===== config.mk =====
export PLATFORM = sky130hd
export DESIGN_NAME = sha1_message_digest
export DESIGN_NICKNAME = d
export VERILOG_FILES = /design/src/sv/sha1_pkg.sv /design/src/sv/sha1_ctrl.sv /design/src/sv/sha1_datapath.sv /design/src/sv/sha1_message_digest.sv
export SDC_FILE = /design/constraint.sdc
export NUM_CORES = 2
export LEC_CHECK = 0
export ABC_AREA = 0
export BUFFER_PORTS_ARGS = -buffer_cell sky130_fd_sc_hd__buf_4
export CELL_PAD_IN_SITES_DETAIL_PLACEMENT = 0
export CELL_PAD_IN_SITES_GLOBAL_PLACEMENT = 2
export CORE_MARGIN = 10
export CORE_UTILIZATION = 38
export DETAILED_ROUTE_END_ITERATION = 8
export PLACE_DENSITY_LB_ADDON = 0.25
export SLEW_MARGIN = 0
export SYNTH_ARGS = -nofsm -noshare
export SYNTH_HDL_FRONTEND = slang
export SYNTH_SLANG_ARGS = --single-unit
export TNS_END_PERCENT = 20

===== constraint.sdc =====
create_clock -name clk -period 41.4 [get_ports clk]
set_input_delay 4.14 -clock clk [delete_from_list [all_inputs] [get_ports clk]]
set_output_delay 4.14 -clock clk [all_outputs]
set_load 0.01 [all_outputs]

===== src/sv/sha1_pkg.sv =====
// ----------------------------------------------------------------------------
// sha1_pkg: shared types, constants and round functions for the SHA-1 core
// Transaction payloads, controller/datapath command and status, round logic.
// ----------------------------------------------------------------------------
package sha1_pkg;

    typedef struct packed {
        logic       has_byte;
        logic [7:0] data_byte;
        logic       last_byte;
    } item_t;

    typedef struct packed {
        logic [31:0] digest_word;
        logic [2:0]  word_index;
        logic        last_word;
    } result_t;

    typedef logic [4:0][31:0] chain_t;

    localparam chain_t H_INIT = {32'hC3D2E1F0, 32'h10325476, 32'h98BADCFE,
                                 32'hEFCDAB89, 32'h67452301};

    localparam logic [31:0] K_0 = 32'h5A827999;
    localparam logic [31:0] K_1 = 32'h6ED9EBA1;
    localparam logic [31:0] K_2 = 32'h8F1BBCDC;
    localparam logic [31:0] K_3 = 32'hCA62C1D6;

    localparam logic [7:0] PAD_BYTE   = 8'h80;
    localparam logic [5:0] FILL_LAST  = 6'd63;
    localparam logic [5:0] LEN_OFFSET = 6'd56;
    localparam logic [6:0] ROUND_LAST = 7'd79;
    localparam logic [2:0] LEN_LAST   = 3'd7;
    localparam logic [2:0] WORD_LAST  = 3'd4;

    // source of the byte shifted into the block register
    typedef enum logic [1:0] {
        SEL_DATA,
        SEL_PAD,
        SEL_ZERO,
        SEL_LEN
    } byte_sel_t;

    typedef struct packed {
        byte_sel_t  sel;
        logic       push;      // shift one byte into the block
        logic       count;     // bump message length
        logic       load;      // working vars <= chain
        logic       round;     // run one compression round
        logic       fold;      // chain += working vars
        logic       out_load;  // capture one digest word
        logic       reinit;    // back to initial chain, zero length
        logic [6:0] rnd;
        logic [2:0] len_idx;
        logic [2:0] word_idx;
    } cmd_t;

    typedef struct packed {
        logic [5:0] fill_count;
    } status_t;

    function automatic logic [31:0] rol32(input logic [31:0] x, input int unsigned n);
        logic [63:0] dbl;
        dbl = {x, x} << n;
        return dbl[63:32];
    endfunction

    function automatic logic [31:0] round_k(input logic [6:0] rnd);
        logic [31:0] k;
        if (rnd < 7'd20)
            k = K_0;
        else if (rnd < 7'd40)
            k = K_1;
        else if (rnd < 7'd60)
            k = K_2;
        else
            k = K_3;
        return k;
    endfunction

    function automatic logic [31:0] round_f(input logic [6:0] rnd, input logic [31:0] b,
                                            input logic [31:0] c, input logic [31:0] d);
        logic [31:0] f;
        if (rnd < 7'd20)
            f = (b & c) | (~b & d);
        else if (rnd < 7'd40)
            f = b ^ c ^ d;
        else if (rnd < 7'd60)
            f = (b & c) | (b & d) | (c & d);
        else
            f = b ^ c ^ d;
        return f;
    endfunction

endpackage


===== src/sv/sha1_ctrl.sv =====
// ----------------------------------------------------------------------------
// sha1_ctrl: SHA-1 sequencer
// Intake, padding, compression rounds and digest readout control.
// ----------------------------------------------------------------------------
module sha1_ctrl (
    input  logic                clk,
    input  logic                rst_n,
    input  logic                item_valid,
    output logic                item_ready,
    input  logic                has_byte,
    input  logic                last_byte,
    output logic                result_valid,
    input  logic                result_ready,
    input  sha1_pkg::status_t   sts,
    output sha1_pkg::cmd_t      cmd
);

    typedef enum logic [2:0] {
        ST_IDLE,
        ST_PAD,
        ST_ZFILL,
        ST_LEN,
        ST_COMP,
        ST_FOLD,
        ST_OUT
    } state_t;

    state_t     state_reg, state_next;
    state_t     resume_reg, resume_next;
    logic [6:0] round_reg, round_next;
    logic [2:0] len_idx_reg, len_idx_next;
    logic [2:0] word_idx_reg, word_idx_next;
    logic       out_valid_reg, out_valid_next;
    logic       full;

    assign full = (sts.fill_count == sha1_pkg::FILL_LAST);

    always_comb
    begin
        state_next    = state_reg;
        resume_next   = resume_reg;
        round_next    = round_reg;
        len_idx_next  = len_idx_reg;
        word_idx_next = word_idx_reg;
        item_ready    = 1'b0;
        cmd           = '0;
        cmd.sel       = sha1_pkg::SEL_DATA;
        cmd.rnd       = round_reg;
        cmd.len_idx   = len_idx_reg;
        cmd.word_idx  = word_idx_reg;

        case (state_reg)
            ST_IDLE:
            begin
                item_ready = 1'b1;
                if (item_valid)
                begin
                    if (has_byte)
                    begin
                        cmd.push  = 1'b1;
                        cmd.count = 1'b1;
                    end
                    if (has_byte && full)
                    begin
                        cmd.load    = 1'b1;
                        round_next  = '0;
                        state_next  = ST_COMP;
                        resume_next = last_byte ? ST_PAD : ST_IDLE;
                    end
                    else if (last_byte)
                        state_next = ST_PAD;
                end
            end
            ST_PAD:
            begin
                cmd.sel  = sha1_pkg::SEL_PAD;
                cmd.push = 1'b1;
                if (full)
                begin
                    cmd.load    = 1'b1;
                    round_next  = '0;
                    state_next  = ST_COMP;
                    resume_next = ST_ZFILL;
                end
                else
                    state_next = ST_ZFILL;
            end
            ST_ZFILL:
            begin
                if (sts.fill_count == sha1_pkg::LEN_OFFSET)
                begin
                    len_idx_next = '0;
                    state_next   = ST_LEN;
                end
                else
                begin
                    cmd.sel  = sha1_pkg::SEL_ZERO;
                    cmd.push = 1'b1;
                    if (full)
                    begin
                        cmd.load    = 1'b1;
                        round_next  = '0;
                        state_next  = ST_COMP;
                        resume_next = ST_ZFILL;
                    end
                end
            end
            ST_LEN:
            begin
                cmd.sel      = sha1_pkg::SEL_LEN;
                cmd.push     = 1'b1;
                len_idx_next = len_idx_reg + 3'd1;
                if (len_idx_reg == sha1_pkg::LEN_LAST)
                begin
                    cmd.load      = 1'b1;
                    round_next    = '0;
                    word_idx_next = '0;
                    state_next    = ST_COMP;
                    resume_next   = ST_OUT;
                end
            end
            ST_COMP:
            begin
                cmd.round  = 1'b1;
                round_next = round_reg + 7'd1;
                if (round_reg == sha1_pkg::ROUND_LAST)
                    state_next = ST_FOLD;
            end
            ST_FOLD:
            begin
                cmd.fold   = 1'b1;
                state_next = resume_reg;
            end
            ST_OUT:
            begin
                if (!out_valid_reg || result_ready)
                begin
                    cmd.out_load  = 1'b1;
                    word_idx_next = word_idx_reg + 3'd1;
                    if (word_idx_reg == sha1_pkg::WORD_LAST)
                    begin
                        cmd.reinit = 1'b1;
                        state_next = ST_IDLE;
                    end
                end
            end
            default:
            begin
                state_next = ST_IDLE;
            end
        endcase

        if (cmd.out_load)
            out_valid_next = 1'b1;
        else if (result_ready)
            out_valid_next = 1'b0;
        else
            out_valid_next = out_valid_reg;
    end

    assign result_valid = out_valid_reg;

    always_ff @(posedge clk or negedge rst_n)
    begin
        if (!rst_n)
        begin
            state_reg     <= ST_IDLE;
            resume_reg    <= ST_IDLE;
            round_reg     <= '0;
            len_idx_reg   <= '0;
            word_idx_reg  <= '0;
            out_valid_reg <= 1'b0;
        end
        else
        begin
            state_reg     <= state_next;
            resume_reg    <= resume_next;
            round_reg     <= round_next;
            len_idx_reg   <= len_idx_next;
            word_idx_reg  <= word_idx_next;
            out_valid_reg <= out_valid_next;
        end
    end

endmodule


===== src/sv/sha1_datapath.sv =====
// ----------------------------------------------------------------------------
// sha1_datapath: SHA-1 block register, round unit and chaining words
// 512-bit block doubles as the 16-word message schedule window.
// ----------------------------------------------------------------------------
module sha1_datapath (
    input  logic                clk,
    input  logic                rst_n,
    input  sha1_pkg::cmd_t      cmd,
    input  logic [7:0]          data_byte,
    output sha1_pkg::status_t   sts,
    output sha1_pkg::result_t   result
);

    logic [511:0]      blk_reg, blk_next;
    logic [5:0]        fill_reg, fill_next;
    logic [60:0]       msg_reg, msg_next;
    sha1_pkg::chain_t  h_reg, h_next;
    sha1_pkg::chain_t  wv_reg, wv_next;   // [0]=a .. [4]=e
    sha1_pkg::result_t out_reg, out_next;

    logic [7:0]  in_byte;
    logic [63:0] len_bits;
    logic [31:0] w0, w_new, t_sum;

    assign len_bits = {msg_reg, 3'b000};
    assign w0       = blk_reg[511:480];
    // w[t+16] = rol1(w[t+13] ^ w[t+8] ^ w[t+2] ^ w[t])
    assign w_new    = sha1_pkg::rol32(blk_reg[95:64] ^ blk_reg[255:224]
                                      ^ blk_reg[447:416] ^ w0, 1);
    assign t_sum    = sha1_pkg::rol32(wv_reg[0], 5)
                    + sha1_pkg::round_f(cmd.rnd, wv_reg[1], wv_reg[2], wv_reg[3])
                    + wv_reg[4] + sha1_pkg::round_k(cmd.rnd) + w0;

    always_comb
    begin
        case (cmd.sel)
            sha1_pkg::SEL_DATA: in_byte = data_byte;
            sha1_pkg::SEL_PAD:  in_byte = sha1_pkg::PAD_BYTE;
            sha1_pkg::SEL_ZERO: in_byte = 8'h00;
            sha1_pkg::SEL_LEN:  in_byte = len_bits[8 * (7 - cmd.len_idx) +: 8];
            default:            in_byte = 8'h00;
        endcase
    end

    always_comb
    begin
        blk_next = blk_reg;
        fill_next = fill_reg;
        msg_next = msg_reg;
        h_next   = h_reg;
        wv_next  = wv_reg;
        out_next = out_reg;

        if (cmd.push)
        begin
            blk_next  = {blk_reg[503:0], in_byte};
            fill_next = fill_reg + 6'd1;
        end
        if (cmd.count)
            msg_next = msg_reg + 61'd1;
        if (cmd.load)
            wv_next = h_reg;
        if (cmd.round)
        begin
            blk_next  = {blk_reg[479:0], w_new};
            wv_next[0] = t_sum;
            wv_next[1] = wv_reg[0];
            wv_next[2] = sha1_pkg::rol32(wv_reg[1], 30);
            wv_next[3] = wv_reg[2];
            wv_next[4] = wv_reg[3];
        end
        if (cmd.fold)
        begin
            for (int i = 0; i < 5; i++)
                h_next[i] = h_reg[i] + wv_reg[i];
        end
        if (cmd.out_load)
        begin
            out_next.digest_word = h_reg[cmd.word_idx];
            out_next.word_index  = cmd.word_idx;
            out_next.last_word   = (cmd.word_idx == sha1_pkg::WORD_LAST);
        end
        if (cmd.reinit)
        begin
            h_next    = sha1_pkg::H_INIT;
            msg_next  = '0;
            fill_next = '0;
        end
    end

    always_ff @(posedge clk or negedge rst_n)
    begin
        if (!rst_n)
        begin
            fill_reg <= '0;
            msg_reg  <= '0;
            h_reg    <= sha1_pkg::H_INIT;
        end
        else
        begin
            fill_reg <= fill_next;
            msg_reg  <= msg_next;
            h_reg    <= h_next;
        end
    end

    always_ff @(posedge clk)
    begin
        blk_reg <= blk_next;
        wv_reg  <= wv_next;
        out_reg <= out_next;
    end

    assign sts.fill_count = fill_reg;
    assign result         = out_reg;

endmodule


===== src/sv/sha1_message_digest.sv =====
// ----------------------------------------------------------------------------
// sha1_message_digest: byte-serial SHA-1 digest engine
// Takes a message one byte per transaction, returns five 32-bit digest words.
// ----------------------------------------------------------------------------
//
//  channel  | direction | handshake                    | payload
//  ---------+-----------+------------------------------+---------------------
//  item     | in        | item_valid / item_ready      | has_byte, data_byte,
//           |           |                              | last_byte
//  result   | out       | result_valid / result_ready  | digest_word,
//           |           |                              | word_index, last_word
//
//  Flow: byte transactions are taken while the sequencer is idle. Filling the
//  64th byte of a block starts a compression (80 rounds on the single round
//  unit, then the fold into the chaining words), and intake pauses until it
//  ends. A last transaction is followed by padding, one pad/length byte at a
//  time (up to 72 bytes), a step when the zero fill reaches the length field,
//  one or two compressions, and the readout of the five digest words.
//  Reset: chaining words take the initial values, length and fill clear.
//  Stalls: result_ready low holds the current word; the next transaction is
//  taken while the final digest word still waits in the output register.
//
// ----------------------------------------------------------------------------
module sha1_message_digest (
    input  logic                clk,
    input  logic                rst_n,
    input  logic                item_valid,
    output logic                item_ready,
    input  sha1_pkg::item_t     item,
    output logic                result_valid,
    input  logic                result_ready,
    output sha1_pkg::result_t   result
);

    sha1_pkg::cmd_t    cmd;
    sha1_pkg::status_t sts;

    // sequencer: intake, padding, rounds, readout
    sha1_ctrl u_ctrl (
        .clk          (clk),
        .rst_n        (rst_n),
        .item_valid   (item_valid),
        .item_ready   (item_ready),
        .has_byte     (item.has_byte),
        .last_byte    (item.last_byte),
        .result_valid (result_valid),
        .result_ready (result_ready),
        .sts          (sts),
        .cmd          (cmd)
    );

    // block register, round unit, chaining words, output register
    sha1_datapath u_dp (
        .clk       (clk),
        .rst_n     (rst_n),
        .cmd       (cmd),
        .data_byte (item.data_byte),
        .sts       (sts),
        .result    (result)
    );

    // the final-word flag matches the word index
    a_last_word: assert property (@(posedge clk) disable iff (!rst_n)
        result_valid |-> (result.last_word == (result.word_index == sha1_pkg::WORD_LAST)))
        else $error("last_word does not match word_index");

    // word index never leaves 0..4
    a_index_range: assert property (@(posedge clk) disable iff (!rst_n)
        result_valid |-> (result.word_index <= sha1_pkg::WORD_LAST))
        else $error("word_index out of range");

    // ending a message always starts padding, so intake pauses
    a_last_pauses: assert property (@(posedge clk) disable iff (!rst_n)
        (item_valid && item_ready && item.last_byte) |=> !item_ready)
        else $error("intake did not pause after end of message");

    // a word delivered that is not the last is followed at once by the next
    a_word_follows: assert property (@(posedge clk) disable iff (!rst_n)
        (result_valid && result_ready && !result.last_word) |=> result_valid)
        else $error("readout stopped before the final word");

endmodule

==> impl_results.md <==
- Most used routing layer: met2
- Worst setup path class: flip-flop to flip-flop
- Yosys top cell by area: edfxtp_1
- Pin count of the biggest net entering global routing: 252
- Synth Warn #: 0
- Clock tree buffer depth: 3
- Slew Limit Fails: 0
- Starting density of the core: 38.4%
- I/O Buffers: a little over 50
- Max reg flops: 512
- Placed insts: 7529
- Tot GR Track Use: a little under a fifth
- Register area share after synthesis: 49.8%
- Max Cap Violations: 0
- Min-Delay Path Class: flip-flop to flip-flop
- Post-Syn Instances: 5795
- Drt wl/cell: roughly 20 um
- M1 GR Usage: about 28%
- Met2 Use GR: around 28%
- Die Ht: 401 um
- Fin. Hold Viols: 0
- Synthesized net count: 6161
- Worst Hold Slack: 0.499 ns
- Synth top area share: approximately two fifths
- # setup viols final: 0
- RSZ-0062 raised after global routing: false
- Critical Path Sink Type: flip-flop
- Top cells by count, synth: nand2_1 (2001), edfxtp_1 (708), o21ai_0 (330)
- Primary FF master, synth: edfxtp_1
- First-pass GRT wire length: 242 mm
- Width of the die: 401 um
- PostCTS Resize Cnt: 0
- IO Count: 52
- Peak Freq: 0.124 GHz
- DRT iter0 DRCs: 3277
- Actual slew at the worst max-slew pin: ~1.4 ns
- Synth unique cells: 96
- Seq cells post-synth: 955
- Met3 Use GR: 2.99%
- Tmin final: between 8 and 9 ns
- GRT overflow: 0
- Synth area leaders: edfxtp_1 (38%), nand2_1 (14%), dfrtp_1 (7.6%), ha_1 (5.2%), fa_1 (4.5%)
- CP Data Arrival Time: between 8 and 9 ns
- Fin Setup TNS: 0 ns
- Nets: 6108
- Critical path required time: 41.82 ns
- GPL Wtd Cong: 0.883
- Area Overhead vs Synth: 10.8%
- Setup repair bufs after CTS: 0
- Final Skew: 0.0714 ns
- Clock root buffer master: clkbuf_16
- Post-synthesis async set-or-reset flop share: 25.9%
- Fill cells: 14200
- Core area: 144000 um2
- Cts bufs inserted: 114
- TritonCTS clock tree: yes
- Routed WL: 158 mm
- Cell Rows: about 140
- Vias: 40400
- Crit Reg-Reg Startpoint: u_ctrl.round_reg[4]
- Cell Area, Placed: approximately 57000 um2
- DRT Pass-1 Iters: 5
- Skew-Pair Late Insertion Delay: 0.76 ns
- Finished Cell Area: 61200 um2
- Synth Cell Area: 55300 um2
- Final Cycle Share: 19.4%
- Htree depth: 3
- # DRC: 0
- Hold bufs inserted after CTS: 0
- Post-DP HPWL: between 100 and 150 mm
- Post-synth EDFFs: approximately 700
- Antenna-violating nets left: 0
- Most frequent cell after synthesis: nand2_1
- Critical Path Fanout Max: 35
- Critical path startpoint category: flip-flop
- Max_slew headroom: about 3.7%
- Vias in the first global route: just under 40000
- Clock sink count: roughly 960
- Hold path startpoint: u_dp.blk_reg[324]
- Layout cell share with drive strength beyond 1: 7.36%
- Inserted Diodes: 0
- Vias per inst: between 5 and 6
- Layout Cells excl Fill: 7747
- Die area: 161000 um2
- Clock transition at path regs: 0.06 ns
- Antenna violations before repair: 5
- Worst setup startpoint: u_ctrl.round_reg[4]
- Syn_area_per_cell: 9.53 um2
- Status: finished, final reports clean
[cell families after synthesis]
logic type,share of synthesized area (%)
multiplexers,2.20
adder cells (fa/ha/maj),9.66
buffers and inverters,3.36
flip-flops,49.8
AO/OA/AOI/OAI,10.5
XOR/XNOR,4.90
AND/OR/NAND/NOR,19.6
[final cells by class]
type                       count  area [um2]  area share (%)
clock buffer                 147        3090            5.04
clock inverter                71         662            1.08
inverter                     225         845            1.38
multi-input combinational   4352       26000            42.4
sequential                   955       27500            45.0
tap                         1903        2380            3.89
timing repair buffer          94         763            1.25
[worst max-delay path, cell delays in order, from the launching register on]
cell and delay (ns):
dfrtp_1 0.43, o21ai_0 0.15, nor2b_1 0.74, nand2_1 0.22, inv_1 0.38, nor2_2 0.05
buf_4 0.27, nor2_1 0.15, a211oi_1 0.09, fa_1 0.53, inv_1 0.05, fa_1 0.53
fa_1 0.43, inv_1 0.07, ha_1 0.19, inv_1 0.06, fa_1 0.40, nor2b_1 0.16
o31a_1 0.20, o21ai_0 0.26, a2111oi_0 1.07, o21ai_0 0.35, a31oi_1 0.40, a221o_1 0.20
a21oi_1 0.07, xnor2_1 0.13, o21ai_0 0.08
[worst paths after layout]
| kind | endpoint | slack, ns | cells after the start |
|---|---|---|---|
| worst max-delay path | u_dp.wv_reg[31] | 33.36 | 26 |
| worst min-delay path | u_dp.blk_reg[356] | 0.50 | 2 |
| worst max register to register | u_dp.wv_reg[31] | 33.36 | 26 |
| worst min register to register | u_dp.blk_reg[356] | 0.50 | 2 |
| max in group asynchronous | u_ctrl.word_idx_reg[0] | 36.53 | 2 |
| min in group asynchronous | u_dp.sts[3] | 3.41 | 1 |
[layer usage]
metal,part of all wire (%),vias to the layer above
li1,-,19700
met1,49,19700
met2,43,772
met3,4.9,210
met4,3.5,0
met5,0,-
[through the flow]
| step | util (%) | worst slack (ns) |
|---|---|---|
| after floorplan | - | 13.11 |
| after global placement | 39.9 | 33.44 |
| after detailed placement | 39.9 | 33.36 |
| after CTS | 42.5 | 33.33 |
| after global routing | 42.5 | 32.79 |
| final | 42.5 | 33.36 |
[cell usage in the layout (no fill, tap or decap), types with 30 or more instances in the layout]
cell type	instances
clkbuf_16	116
a21oi_1	259
nand3_1	99
dfrtp_1	165
xnor2_1	187
clkinv_2	31
fa_1	124
xor2_1	122
ha_1	228
mux2i_1	81
o22ai_1	36
edfxtp_1	708
a211oi_1	30
a21o_1	73
nand2_1	1998
dfstp_2	80
nor3_1	51
nor2b_1	42
nor2_1	262
o21ai_0	328
buf_4	89
inv_1	224
Power is left out: the tool's default activity adds up to more than one toggle a clock period on the data nets, which glitch-free logic cannot reach.
